--- config.mk ---
export PLATFORM = sky130hd
export DESIGN_NAME = tdm_ram
export DESIGN_NICKNAME = d
export VERILOG_FILES = /design/src/tdm_ram.sv
export SDC_FILE = /design/constraint.sdc
export NUM_CORES = 2
export LEC_CHECK = 0
export BUFFER_PORTS_ARGS = -buffer_cell sky130_fd_sc_hd__buf_4
export CAP_MARGIN = 20
export CORE_UTILIZATION = 30
export DETAILED_ROUTE_END_ITERATION = 7
export PLACE_DENSITY = 0.55
export SLEW_MARGIN = 0
export SYNTH_ARGS = -nofsm -noshare
export SYNTH_HDL_FRONTEND = slang
export SYNTH_SLANG_ARGS = --single-unit
--- constraint.sdc ---
create_clock -name clk_i -period 6.09 [get_ports clk_i]
set_clock_uncertainty 0.15 [all_clocks]
set_input_delay 0.609 -clock clk_i [delete_from_list [all_inputs] [get_ports clk_i]]
set_output_delay 0.609 -clock clk_i [all_outputs]
set_load 0.03 [all_outputs]
--- src/tdm_ram.sv ---
// Generic single-write, single-read RAM with registered read data.
module tdm_ram #(
  parameter int unsigned WIDTH = 8,
  parameter int unsigned DEPTH = 256
) (
  input  logic                     clk_i,
  input  logic                     we_i,
  input  logic [$clog2(DEPTH)-1:0] waddr_i,
  input  logic [WIDTH-1:0]         wdata_i,
  input  logic                     re_i,
  input  logic [$clog2(DEPTH)-1:0] raddr_i,
  output logic [WIDTH-1:0]         rdata_o
);

  logic [WIDTH-1:0] mem_q [DEPTH];
  logic [WIDTH-1:0] rdata_q;

  always_ff @(posedge clk_i) begin
    if (we_i) begin
      mem_q[waddr_i] <= wdata_i;
    end
    if (re_i) begin
      rdata_q <= mem_q[raddr_i];
    end
  end

  assign rdata_o = rdata_q;

endmodule

# == Yosys cells after proc, flatten, opt, wreduce, memory -nomap -nowiden ==
# Memory sizes are Yosys's and may differ from the RTL's. A register that Yosys moved wholly into a read port is not among the register bits.
# Cells that the tools add are included.
# W data, S select, Z words.
# totals
regBits,0
latchBits,0
ramBits,2048
rom_bits,0
n_memories,1
# classes
addsub,0
multipliers,0
div,0
n_lt_le_gt_ge,0
eq_ne,0
shift,0
muxes,2
bitwise_logic,0
reduce_logical,0
# mem_list
memory,words,width,read_ports,rd_clocked_by_memory_dff,write_ports,line,rtl
mem_q,256,8,1,1,1,15,logic [WIDTH-1:0] mem_q [DEPTH];
# ops
operator,count
$mux W1,2

# == Logic depth before layout (Yosys ltp) ==
# depth
depth_word,2
ltp_mapped,11
depth_no_buf,6

# == Worst setup path before layout ==
# Ideal clock, no wire load.
# synth_path
path_type,input-to-reg
start,in raddr_i[0]
end,"reg rdata_q[2], in the netlist rdata_o[2] (read register of mem_q) (data pin)"
setup_ns,0.269
arrival_time_ns,2.416
required_time_ns,5.671
path_slack_ns,3.255
stages,9
cell_sequence,buf_6 buf_12 buf_8 buf_2 mux4_2 a22oi_1 a21oi_1 nor4_1 nor4_2
# synth_lines
item,line,rtl
"start, declared",11,"input logic [$clog2(DEPTH)-1:0] raddr_i,"
"end, declared",16,logic [WIDTH-1:0] rdata_q;

==> reports/summary.log <==
INFO  power          p_leak=27.2nW
INFO  worst_setup_path critPathTopFamily=simple AND/OR/NAND/NOR gates
INFO  worst_setup_path critical_path.max_fanout=64
INFO  routing        routed_wire_length_per_instance=27.5um
INFO  worst_setup_path timing.critical_path.slowest_cell_delay=940ps
INFO  routing        initial_detailed_routing_violation_count=4380
INFO  worst_setup_path ordered_cell_list_for_the_critical_path=buf_8, buf_4, nand3b_1, o221ai_1, a21oi_1, a21oi_1, nor4_1, nor4_2
INFO  die            boundaryPins=35
INFO  cts            post-cts-setup-buffer-count=0
INFO  routing        avgViaCountPerCell=5.11
INFO  synth          syn-mean-instance-area=21.3um^2
INFO  synth          yosys_register_bits=2056
INFO  placement      buffer_ports.inserted=34
INFO  synth          syn-num-nets=3760
INFO  global_route   via_count_of_the_first_global_routing_pass=38879
INFO  routing        antenna_violating_nets_post_route=0
INFO  sta            timing_worst_slew_pin_value=1210ps
INFO  cells_and_area layout.nets=3858
INFO  synth          mapped_cells=3733
INFO  power          max-vdd-ir-drop=0.222mV
INFO  worst_setup_path critPathMostFrequentCell=sky130_fd_sc_hd__a21oi_1
INFO  status         run_status=complete, no violations
INFO  worst_setup_path crit_path_start_kind=input port
INFO  worst_setup_path worst-setup-path-type=in2reg
INFO  cts            clkTransAtPathRegs=60ps
INFO  routing        firstDrtPassIters=8
INFO  cells_and_area post-route-util=34.4%
INFO  placement      hpwl_after_dpl=124mm
INFO  sta            maxClockFrequency=262MHz
INFO  routing        detailroute.via_count=38458
INFO  cts            clk_path_buf_depth=3
INFO  placement      dpl-instance-area=83800um^2
INFO  worst_setup_path critical_path_required=6490ps
INFO  cts            tritoncts=done
INFO  die            floorplan.die.width=517um
INFO  global_route   grt.total_usage=15.4%
INFO  synth          synth_seq_area_share=77.5%
INFO  die            floorplan.core_area=263000um^2
INFO  cells_and_area syn_to_final_growth=13.6%
INFO  cts            tritoncts_sinks=2056
INFO  worst_setup_path path_buf_inv=2
INFO  cts            cts_inserted_buffers=205
INFO  synth          yosysWarningCount=0
INFO  worst_hold_path timing.hold.worst.class=in2reg
INFO  sta            slew_viol_final=0
INFO  sta            hold_ws=6.74ps
INFO  cts            ctsRootBufferMaster=sky130_fd_sc_hd__clkbuf_16
INFO  sta            fin_tns_setup=0ps
INFO  synth          async_reset_ff_share=0%
INFO  die            die-height=517um
INFO  sta            setup_repair_after_global_routing_missed_its_margin=no
INFO  sta            final_min_period_over_clock_period=62.6%
INFO  cts            clock_insertion_delay_worst_skew=860ps
INFO  synth          synth.lib_cells_used.distinct=54
INFO  sta            worst_slew_margin_rel=18.5%
INFO  worst_setup_path cp-end-kind=flip-flop
INFO  cells_and_area design_area=90400um^2
INFO  sta            final_hold_viol_count=0
INFO  cts            cts-htree-levels=4
INFO  synth          number_of_synthesized_flops_with_an_enable_pin=2056
INFO  cts            post_cts.resized_instances=0
INFO  global_route   grt_pass1_wl=295mm
INFO  global_route   grt-ovfl-total=0
INFO  global_route   grt_max_degree=225
INFO  worst_setup_path timing.critical_path.arrival=4210ps
INFO  sta            final-setup-viol-count=0
INFO  routing        drc=0
INFO  global_route   antenna_violations_before_repair=10
INFO  flow_run       maxCapViolations=0
INFO  synth          synth_flop_cell=sky130_fd_sc_hd__edfxtp_1
INFO  power          pwr_density_cell=326nW/um^2
INFO  cells_and_area final_layout_size_suffix_gt1_share=22.2%
INFO  die            fp.dieArea=268000um^2
INFO  synth          netlist_area=79600um^2
INFO  sta            timing.final.crit_period=3810ps
INFO  worst_setup_path critical-path-slowest-cell=sky130_fd_sc_hd__nor4_1
INFO  die            start_util=30.3%
INFO  placement      gp_congestion=0.823
INFO  routing        route.final.wire_length=207mm
INFO  die            rows=188
final timing paths:
kind | startpoint | endpoint | slack (ps) | depth (start not counted)
max | raddr_i[1] | rdata_o[6]$_DFFE_PP_ | 2280 | 8
min | wdata_i[6] | mem_q[213][6]$_DFFE_PP_ | 7 | 1
max reg2reg | mem_q[27][5]$_DFFE_PP_ | rdata_o[5]$_DFFE_PP_ | 2940 | 6
min reg2reg | mem_q[32][5]$_DFFE_PP_ | rdata_o[5]$_DFFE_PP_ | 1030 | 6
flip-flops by register name, indices dropped and copies added, names as in the netlist:
| register | cells |
|---|---|
| rdata_o | 8 |
| mem_q | 2048 |
final cells by class:
type | count | area, um^2
fill | 24346 | 173000
sequential | 2056 | 61700
multi-input combinational | 1442 | 16500
clock buffer | 247 | 5350
tap | 3515 | 4400
clock inverter | 132 | 1210
timing repair buffer | 124 | 1210
antenna | 9 | 22.5
inverter | 2 | 7.51
power breakdown:
group | leakage (nW) | total (mW) | internal, mW | switching (mW)
Sequential | 18.5 | 15.6 | 15.6 | 0.0183
Combinational | 5.49 | 1.43 | 0.467 | 0.961
Clock | 3.21 | 12.4 | 6.96 | 5.45
per-stage QoR:
stage	worst slack, ps	total power [mW]	std cells
detailed placement	1390	17.4	7135
CTS	2300	29.7	7516
global route	2280	30.2	7521
finish	2280	29.5	7527
global placement	1380	17.3	7130
floorplan	3250	16.7	3733
metal layers:
metal  track usage, %  wire length, um  up-vias
li1                 -                -    15914
met1             21.7            89900    20914
met2             24.5            97700     1357
met3             2.25            12500      273
met4             4.72             6710        0
met5                0                0        -
worst register-to-register path, stage by stage (launching register included):
cell and delay (ps):
sky130_fd_sc_hd__edfxtp_1 350, sky130_fd_sc_hd__mux4_2 480, sky130_fd_sc_hd__a22o_1 260, sky130_fd_sc_hd__a221oi_1 650, sky130_fd_sc_hd__o221ai_1 310, sky130_fd_sc_hd__a211oi_1 570
sky130_fd_sc_hd__nor4_1 90
timing repair:
item / CTS / global route
endpoints found under the setup margin: 0 / 0
endpoints found under the hold margin: 27 / 0
hold buffers: 2 / 0
synthesized netlist by cell type, types with 21 or more instances:
| cell type | count | area, um^2 |
|---|---|---|
| sky130_fd_sc_hd__edfxtp_1 | 2056 | 61700 |
| sky130_fd_sc_hd__mux4_2 | 454 | 10200 |
| sky130_fd_sc_hd__nor2_1 | 282 | 1060 |
| sky130_fd_sc_hd__mux2i_1 | 134 | 1340 |
| sky130_fd_sc_hd__a22oi_1 | 133 | 998 |
| sky130_fd_sc_hd__clkbuf_1 | 111 | 417 |
| sky130_fd_sc_hd__a21oi_1 | 96 | 480 |
| sky130_fd_sc_hd__o221ai_1 | 46 | 403 |
| sky130_fd_sc_hd__nand3_1 | 34 | 170 |
| sky130_fd_sc_hd__nand2_1 | 33 | 124 |
| sky130_fd_sc_hd__buf_2 | 31 | 155 |
| sky130_fd_sc_hd__nor2b_1 | 31 | 194 |
| sky130_fd_sc_hd__o22ai_1 | 28 | 175 |
| sky130_fd_sc_hd__buf_4 | 27 | 203 |
| sky130_fd_sc_hd__nor4_1 | 24 | 150 |
| sky130_fd_sc_hd__buf_1 | 22 | 82.6 |
| sky130_fd_sc_hd__nor3_1 | 22 | 110 |
| sky130_fd_sc_hd__buf_6 | 21 | 236 |
cells by family (layout without fill, tap and decap cells):
| logic type | count (synthesis) | after routing | synth area share (%) |
|---|---|---|---|
| AOI/OAI and AO/OA | 385 | 385 | 3.42 |
| and+or+nand+nor | 466 | 466 | 2.63 |
| other | 0 | 9 | 0 |
| muxes | 591 | 591 | 14.6 |
| buffers and inverters | 235 | 505 | 1.83 |
| DFF | 2056 | 2056 | 77.5 |
cell usage in the layout (no fill, tap or decap), drive strengths merged, types with 12 or more instances in the layout:
cell type / Yosys / routed
o21ai: 12 / 12
edfxtp: 2056 / 2056
o22ai: 28 / 28
a21oi: 96 / 96
mux2i: 134 / 134
a211oi: 16 / 16
o221ai: 47 / 47
nand3: 34 / 34
clkinv: 1 / 107
nor4: 27 / 27
nand2: 33 / 33
bufinv: 0 / 16
buf: 122 / 121
nor2: 282 / 282
clkbuf: 111 / 248
a221oi: 14 / 14
nor3: 22 / 22
mux4: 456 / 456
nor2b: 31 / 31
a22oi: 133 / 133
No activity file was read; power rests on OpenSTA's default activity.
