File: src/tdm_pkg.sv
// Shared types, constants and opcodes of the table-driven DFA token matcher.
package tdm_pkg;

  localparam int unsigned NUM_STATES_DEF = 64;
  localparam int unsigned NUM_TOKENS_DEF = 15;

  localparam int unsigned OPER_W  = 2;
  localparam int unsigned INDEX_W = 7;
  localparam int unsigned SYM_W   = 8;
  localparam int unsigned STATE_W = 8;
  localparam int unsigned TOKEN_W = 4;
  localparam int unsigned START_W = 7;

  localparam int unsigned PADDR_W = 3;
  localparam int unsigned PDATA_W = 32;

  localparam logic [START_W-1:0] START_RESET  = 7'd1;
  localparam logic [STATE_W-1:0] REJECT_STATE = 8'hFF;

  typedef enum logic [OPER_W-1:0] {
    OP_WR_TRANS = 2'd0,
    OP_WR_TOKEN = 2'd1,
    OP_FEED     = 2'd2,
    OP_END      = 2'd3
  } op_e;

  typedef enum logic [PADDR_W-3:0] {
    REG_START_STATE = 1'b0
  } reg_e;

endpackage

File: src/tdm_cfg.sv
// APB-style configuration register block holding the start state.
module tdm_cfg #(
  parameter int unsigned NUM_STATES = tdm_pkg::NUM_STATES_DEF
) (
  input  logic                         clk_i,
  input  logic                         rst_ni,
  input  logic                         psel,
  input  logic                         penable,
  input  logic                         pwrite,
  input  logic [tdm_pkg::PADDR_W-1:0]  paddr,
  input  logic [tdm_pkg::PDATA_W-1:0]  pwdata,
  output logic [tdm_pkg::PDATA_W-1:0]  prdata,
  output logic                         pready,
  output logic [tdm_pkg::START_W-1:0]  start_state_o
);

  logic [tdm_pkg::START_W-1:0] start_q, start_d;
  logic [tdm_pkg::START_W-1:0] wr_val;
  logic                        sel_start;
  logic                        wr_en;

  assign sel_start = (paddr[tdm_pkg::PADDR_W-1:2] == tdm_pkg::REG_START_STATE);
  assign wr_en     = psel && penable && pwrite && sel_start;
  assign pready    = 1'b1;

  always_comb begin
    wr_val = pwdata[tdm_pkg::START_W-1:0];
    if ({2'b00, wr_val} > 9'(NUM_STATES)) begin
      wr_val = tdm_pkg::START_W'(NUM_STATES);
    end
    start_d = wr_en ? wr_val : start_q;
  end

  always_ff @(posedge clk_i or negedge rst_ni) begin
    if (!rst_ni) begin
      start_q <= tdm_pkg::START_RESET;
    end else begin
      start_q <= start_d;
    end
  end

  always_comb begin
    prdata = '0;
    if (sel_start) begin
      prdata = tdm_pkg::PDATA_W'(start_q);
    end
  end

  assign start_state_o = start_q;

endmodule

File: config.mk
export PLATFORM = sky130hd
export DESIGN_NAME = tdm_cfg
export DESIGN_NICKNAME = d
export VERILOG_FILES = /design/src/tdm_pkg.sv /design/src/tdm_cfg.sv
export SDC_FILE = /design/constraint.sdc
export NUM_CORES = 1
export LEC_CHECK = 0
export BUFFER_PORTS_ARGS = -buffer_cell sky130_fd_sc_hd__buf_2
export CORE_MARGIN = 5
export CORE_UTILIZATION = 28
export CTS_CLUSTER_DIAMETER = 120
export DETAILED_ROUTE_END_ITERATION = 10
export GPL_TIMING_DRIVEN = 0
export MAX_ROUTING_LAYER = met4
export PLACE_DENSITY_LB_ADDON = 0.05
export SLEW_MARGIN = 15
export SYNTH_ARGS = -nofsm -noshare
export SYNTH_HDL_FRONTEND = slang
export SYNTH_SLANG_ARGS = --single-unit
File: constraint.sdc
create_clock -name clk_i -period 0.8 [get_ports clk_i]
set_input_delay 0.08 -clock clk_i [delete_from_list [all_inputs] [get_ports clk_i]]
set_output_delay 0.08 -clock clk_i [all_outputs]
set_load 0.02 [all_outputs]
---- Yosys cells after proc, flatten, opt, wreduce, memory -nomap -nowiden ----
Index checks and enable logic that the tools add are counted.
storage, ports and cells
  bits of input ports ..................... 40
  register bits after elaboration ......... 7
  output and inout port bits .............. 40
  logic and storage cells ................. 8
cells by class
  reductions and logical operators ........ 3
  bitwise gates (word level) .............. 1
  mux-type cells .......................... 2
  magnitude comparators ................... 1
operator list
  kind                                        number
  7-bit two-way mux                           2
  7-bit > comparator (second input constant)  1
  1-bit logical AND                           3
  1-bit inverter                              1

---- Logic depth before layout (Yosys ltp) ----
Gate-level depths: netlist of run 1.
  word-level depth ........................ 3
  gate-level depth with buffers ........... 3

---- Least setup slack after synthesis of run 1 ----
Ideal clock, no wire load.
  path kind ............................... in2reg
  start point ............................. input port paddr[2] (netlist bit)
  end point ............................... register start_q, in the netlist start_state_o[1]
  buffers on the path ..................... 1
  stages .................................. 3
  slack ................................... -0.072 ns
  required time ........................... 0.675 ns
  arrival time ............................ 0.747 ns
  path through ............................ and4b_1 buf_6 mux2_4
on the way
  word-level cells in the longest chain between the ends .. 2
ends and longest elaborated chain
  element               RTL line       RTL
  from (decl)           tdm_cfg.sv:10  input logic [tdm_pkg::PADDR_W-1:0] paddr,
  1-bit inverter        tdm_cfg.sv:22  assign sel_start = (paddr[tdm_pkg::PADDR_W-1:2] == tdm_pkg::REG_START_STATE);
  1-bit logical AND     tdm_cfg.sv:23  assign wr_en = psel && penable && pwrite && sel_start;
  to (signal assigned)  tdm_cfg.sv:36  start_q <= tdm_pkg::START_RESET;
  to (signal assigned)  tdm_cfg.sv:38  start_q <= start_d;
  to (decl)             tdm_cfg.sv:17  logic [tdm_pkg::START_W-1:0] start_q, start_d;
No other way between the ends.
A chain may end at the register's enable or synchronous reset.

---- Final worst setup path of run 1 ----
  start point ............................. register start_q, in the netlist start_state_o[0]
  end point ............................... output port prdata[0] (netlist bit)
on the way
  word-level cells in the longest chain between the ends .. 1
ends and longest elaborated chain
  element            RTL line       RTL
  7-bit two-way mux  tdm_cfg.sv:44  if (sel_start) begin
  to (decl)          tdm_cfg.sv:12  output logic [tdm_pkg::PDATA_W-1:0] prdata,
No other way between the ends.

==> flow_summary_export.csv, run 1 <==
group,metric,value,unit
sta,fin_crit_sh,1.36,
setup_path,worst-path-buf-inv,1,
setup_path,crit_required,0.72,ns
pwr,power_frac_comb,0.546,
pwr,clkPwrFrac,0.184,
clock_tree,cts.clk_slew.worst_paths,0.05,ns
clock_tree,cts_buffers,3,
route,wl_per_cell,9.24,um
yosys,netlist_instances,57,
setup_path,worst_setup_path_start_kind,"register",
sta,hold_viol,0,
grt,grt_first_pass_wirelength,2.09,mm
yosys,yosysWarnings,0,
route,finalWirelength,1.35,mm
clock_tree,clkSinkCount,7,
pwr,p_leak,0.617,nW
die,num_rows,16,
route,drc,0,
yosys,syn_area_per_cell,10.6,um2
pwr,power_frac_seq,0.271,
setup_path,r2r_end,"start_state_o[3]",
sta,rsz0062_at_grt,"true",
setup_path,r2r_start,"start_state_o[3]",
yosys,ys_seq_elements,7,
setup_path,r2r_setup_slack,-0.07,ns
route,drt_pass1_iterations,2,
grt,grt_pass1_vias,469,
clock_tree,worstSkewPairLatency,0.24,ns
min_path,hold_class,"in -> reg",
die,initial_core_util,0.302,
die,dieArea,3190,um2
pwr,cell_internal_pwr,0.00114,W
finish,regArea,176,um2
yosys,syn_area,604,um2
sta,finalSetupViolCount,21,
finish,multi_input_area,312,um2
sta,slew_viol_final,0,
die,core,2000,um2
job,cap_viol_max_count,0,
sta,finalClockSkew,0,ns
pwr,max-vdd-ir-drop,0.806,mV
place,io_buffers,26,
min_path,hp-start,"pwdata[5]",
place,place_ws,-0.278,ns
clock_tree,cts_tree,"yes",
finish,fin_nets,160,
grt,gr-total-overflow,0,
route,vias,495,
route,viasPerCell,3.39,
finish,area_growth,74.9,%
setup_path,cp_max_fo,2,
setup_path,crit_family,"flip-flops",
grt,grt_use_total,0.0877,
yosys,ys_seq_area_frac,0.292,
min_path,min_path_cells,3,
place,dp_hpwl,1.08,mm
finish,largest_reg_flops,7,
die,die_w,56.5,um
route,first_iter_violations,1,
clock_tree,clock_path_buffers,2,
setup_path,cpMaxStageDelayCell,"dfstp_2",
setup_path,arrival,1.01,ns
finish,drive_gt1_frac,0.655,
yosys,yosysTopAreaCell,"buf_4",
pwr,switchingPower,0.000562,W
setup_path,path_depth,2,
die,die_h,56.5,um
grt,antenna_found_initial,0,
yosys,netlist.area_leader.share,0.323,
setup_path,crit_path_cell_trace,"and2b_2, buf_6",
setup_path,cpPeakStageDelay,0.52,ns
route,final_antenna_net_count,0,
yosys,ys_types,9,
pwr,switching_share,0.330,
place,place_congestion,0.667,
pwr,p_per_area,1610,nW/um2
place,place_area,858,um2
setup_path,critPathCaptureType,"primary output",
die,io_pins,80,
min_path,holdPathEnd,"start_state_o[5]",
finish,fill_cells,181,
setup_path,reg2reg_depth,2,
yosys,synth_area_leaders,"buf_4, dfrtp_1, mux2_4, and2b_2, nor2b_1",
outcome,status,"complete, but fails checks",
grt,grt_max_degree,9,
clock_tree,htree_levels,1,
clock_tree,cts_root_buffer,"clkbuf_4",
sta,post-route-min-period,1.09,ns
finish,fin_area,1060,um2
sta,fmax,0.919,GHz
setup_path,critPathKind,"reg -> out",
finish,antennaDiodeCount,0,
sta,fin_ws,-0.288,ns
outcome,violations,"negative setup slack",
[cell usage after synthesis]
master    n
nor2b_1   6
dfstp_2   1
and2b_2   7
dfrtp_1   6
buf_4    26
mux2_4    7
buf_6     1
conb_1    2
and4b_1   1
[cells in the final DEF, fill, tap and decap left out, drive strengths merged]
| cell type | instances |
|---|---|
| clkbuf | 4 |
| and4b | 1 |
| dfrtp | 6 |
| conb | 26 |
| and2b | 7 |
| buf | 60 |
| dlygate4sd3 | 1 |
| nor2b | 6 |
| mux2 | 7 |
| dfstp | 1 |
[through the flow]
stage | util | power [W] | hold slack (ns) | instances | TNS, ns
3_3_place_gp | 0.429 | 0.00111 | -0.0799 | 134 | -1.94
3_5_place_dp | 0.429 | 0.00111 | -0.0776 | 134 | -1.98
2_1_floorplan | - | 0.000952 | -0.216 | 81 | -0.528
6_report | 0.528 | 0.00170 | 0.187 | 146 | -3.15
5_1_grt | 0.528 | 0.00180 | 0.187 | 146 | -3.76
4_1_cts | 0.528 | 0.00171 | 0.181 | 146 | -3.28
[worst reg2reg max path, cell delays in order, from the launching register on]
cell and delay [ns]:
dfrtp_1 0.38, buf_6 0.12, mux2_4 0.26
[per-layer routing]
metal,global-route usage,vias up,share of wire
li1,-,254,-
met1,0.0908,208,0.40
met2,0.149,31,0.50
met3,0.0229,2,0.087
met4,0.0508,0,0.016
met5,-,-,0
[cell families (layout without fill, tap and decap cells)]
family / count (synthesis) / in the layout / synth area share
and+or+nand+nor: 14 / 14 / 0.180
muxes: 7 / 7 / 0.174
buffers and inverters: 27 / 65 / 0.342
DFF: 7 / 7 / 0.292
other: 2 / 26 / 0.0124
[layout make-up]
class / count / share of cell area
buffer: 27 / 0.195
tap: 27 / 0.0320
timing repair buffer: 34 / 0.286
clock buffer: 4 / 0.0249
multi-input combinational: 47 / 0.295
sequential: 7 / 0.167
[power by group through the flow]
stage,combinational [W],clock [W],sequential (W)
after floorplan,0.000401,0,0.000551
after global placement,0.000634,0,0.000473
after detailed placement,0.000636,0,0.000475
after CTS,0.000927,0.000326,0.000460
after global routing,0.000983,0.000352,0.000466
final,0.000928,0.000313,0.000460
[what timing repair did]
item,CTS,global route
hold buffers,1,0
setup buffers,7,0
endpoints found under the hold margin,7,0
cloned,0,0
endpoints found under the setup margin,20,21
resized for setup,34,0
[worst max path at each step]
stage	startpoint	end
3_3_place_gp	paddr[2]	start_state_o[3]
4_1_cts	start_state_o[0]	prdata[0]
6_report	start_state_o[0]	prdata[0]
5_1_grt	start_state_o[0]	prdata[0]
2_1_floorplan	paddr[2]	start_state_o[1]
3_5_place_dp	paddr[2]	start_state_o[4]
Note: power is estimated with default switching activity, not from simulation.
==> inputs of run 2 (changes only) <==
--- a/config.mk
+++ b/config.mk
@@ -6,6 +6,7 @@
 export NUM_CORES = 1
 export LEC_CHECK = 0
 export BUFFER_PORTS_ARGS = -buffer_cell sky130_fd_sc_hd__buf_2
+export CORE_ASPECT_RATIO = 0.7
 export CORE_MARGIN = 5
 export CORE_UTILIZATION = 28
 export CTS_CLUSTER_DIAMETER = 120
==> run 2 against run 1 <==
Effect of this change: the flow still finishes with violations (negative setup slack); non-clock buffer count is the same; sequential power barely moved; first-iteration DRC count is 100% higher; register-to-register slack about the same; sequential share of layout area grew 0.059 points; highest routed layer unchanged.
==> flow_summary_export.csv, run 2 (synthesis results as in run 1) <==
group,metric,value,unit
grt,grt_max_degree,9,
die,die_h,48.9,um
route,final_antenna_net_count,0,
setup_path,critPathKind,"reg -> out",
route,drc,0,
finish,largest_reg_flops,7,
grt,antenna_found_initial,0,
die,dieArea,3200,um2
clock_tree,clkSinkCount,7,
sta,post-route-min-period,1.11,ns
sta,finalSetupViolCount,20,
finish,final_common_cell,"buf_4",
clock_tree,clock_path_buffers,2,
clock_tree,cts_root_buffer,"clkbuf_4",
finish,layout_common_cells,"buf_4, conb_1, buf_6, buf_2",
setup_path,worst_setup_path_start_kind,"register",
place,place_congestion,0.620,
die,num_rows,14,
die,io_pins,80,
clock_tree,cts.clk_slew.worst_paths,0.06,ns
clock_tree,cts_buffers,3,
route,vias,492,
finish,area_growth,74.3,%
setup_path,critPathCaptureType,"primary output",
finish,fin_nets,160,
setup_path,crit_required,0.72,ns
sta,rsz0062_at_grt,"true",
clock_tree,cts_tree,"yes",
pwr,p_per_area,1630,nW/um2
grt,grt_first_pass_wirelength,2.22,mm
clock_tree,htree_levels,1,
route,first_iter_violations,2,
setup_path,cp_max_fo,3,
clock_tree,worstSkewPairLatency,0.25,ns
pwr,power_frac_seq,0.270,
job,cap_viol_max_count,0,
sta,fin_crit_sh,1.39,
outcome,violations,"negative setup slack",
grt,gr-total-overflow,0,
route,viasPerCell,3.44,
pwr,clkPwrFrac,0.189,
grt,grt_use_total,0.0970,
die,core,2100,um2
pwr,p_leak,0.617,nW
pwr,max-vdd-ir-drop,0.539,mV
route,finalWirelength,1.38,mm
sta,hold_viol,0,
finish,antennaDiodeCount,0,
sta,slew_viol_final,0,
sta,holdWs,0.172,ns
die,die_w,65.5,um
pwr,power_frac_comb,0.540,
finish,drive_gt1_frac,0.655,
route,wl_per_cell,9.62,um
sta,fin_ws,-0.309,ns
grt,grt_pass1_vias,503,
sta,fmax,0.902,GHz
die,initial_core_util,0.288,
sta,fin_tns_setup,-3.33,ns
pwr,cell_internal_pwr,0.00114,W
sta,finalClockSkew,0,ns
pwr,total_power,0.00172,W
outcome,status,"complete, but fails checks",
pwr,switching_share,0.336,
place,io_buffers,26,
pwr,switchingPower,0.000576,W
setup_path,arrival,1.03,ns
min_path,hold_class,"in -> reg",
route,drt_pass1_iterations,2,
-- run 2: cell counts in the layout (fill, tap and decap cells not counted) --
Identical to the previous run, type by type.
-- run 2: per-layer routing --
| metal | up-vias | track usage | share of wire |
|---|---|---|---|
| met5 | - | - | 0 |
| met4 | 0 | 0.0414 | 0.014 |
| met1 | 208 | 0.0968 | 0.39 |
| li1 | 251 | - | - |
| met3 | 2 | 0.0461 | 0.096 |
| met2 | 31 | 0.161 | 0.50 |
-- run 2: layout make-up --
| cell class | count | area [um2] |
|---|---|---|
| fill | 211 | 1050 |
| multi-input combinational | 47 | 312 |
| timing repair buffer | 34 | 303 |
| buffer | 27 | 206 |
| sequential | 7 | 176 |
| tap | 24 | 30.0 |
| clock buffer | 4 | 26.3 |
-- run 2: stage by stage --
stage                util  setup slack (ns)  std cells  instance area, um2
floorplan               -           -0.0718         81                 694
global placement    0.407            -0.284        131                 855
detailed placement  0.407            -0.289        131                 855
CTS                 0.501            -0.326        143                1050
global route        0.501            -0.347        143                1050
finish              0.501            -0.309        143                1050
-- run 2: worst paths after layout --
path | start | end | slack (ns) | cells past startpoint
min in group asynchronous | rst_ni | start_state_o[1] | 0.20 | 2
max reg2reg | start_state_o[5] | start_state_o[5] | -0.08 | 2
min | pwdata[4] | start_state_o[4] | 0.17 | 3
max | start_state_o[0] | prdata[0] | -0.31 | 2
min reg2reg | start_state_o[6] | start_state_o[6] | 0.60 | 2
max in group asynchronous | rst_ni | start_state_o[0] | 0.36 | 2
-- run 2: power groups by stage --
| stage | combinational, W | sequential, W | clock, W |
|---|---|---|---|
| 2_1_floorplan | 0.000401 | 0.000551 | 0 |
| 3_3_place_gp | 0.000633 | 0.000475 | 0 |
| 3_5_place_dp | 0.000638 | 0.000480 | 0 |
| 4_1_cts | 0.000930 | 0.000465 | 0.000342 |
| 5_1_grt | 0.000984 | 0.000474 | 0.000355 |
| 6_report | 0.000928 | 0.000463 | 0.000325 |
-- run 2: critical path: stages (launching register included) --
cell and delay, ns:
dfstp_2 0.53, and2b_2 0.14, buf_6 0.11
-- run 2: repair_timing --
action,in CTS,in global routing
setup endpoints to repair,20,21
hold buffers,1,0
gates resized for setup,34,0
hold endpoints to repair,7,0
buffers inserted,7,0
pin swaps,0,0
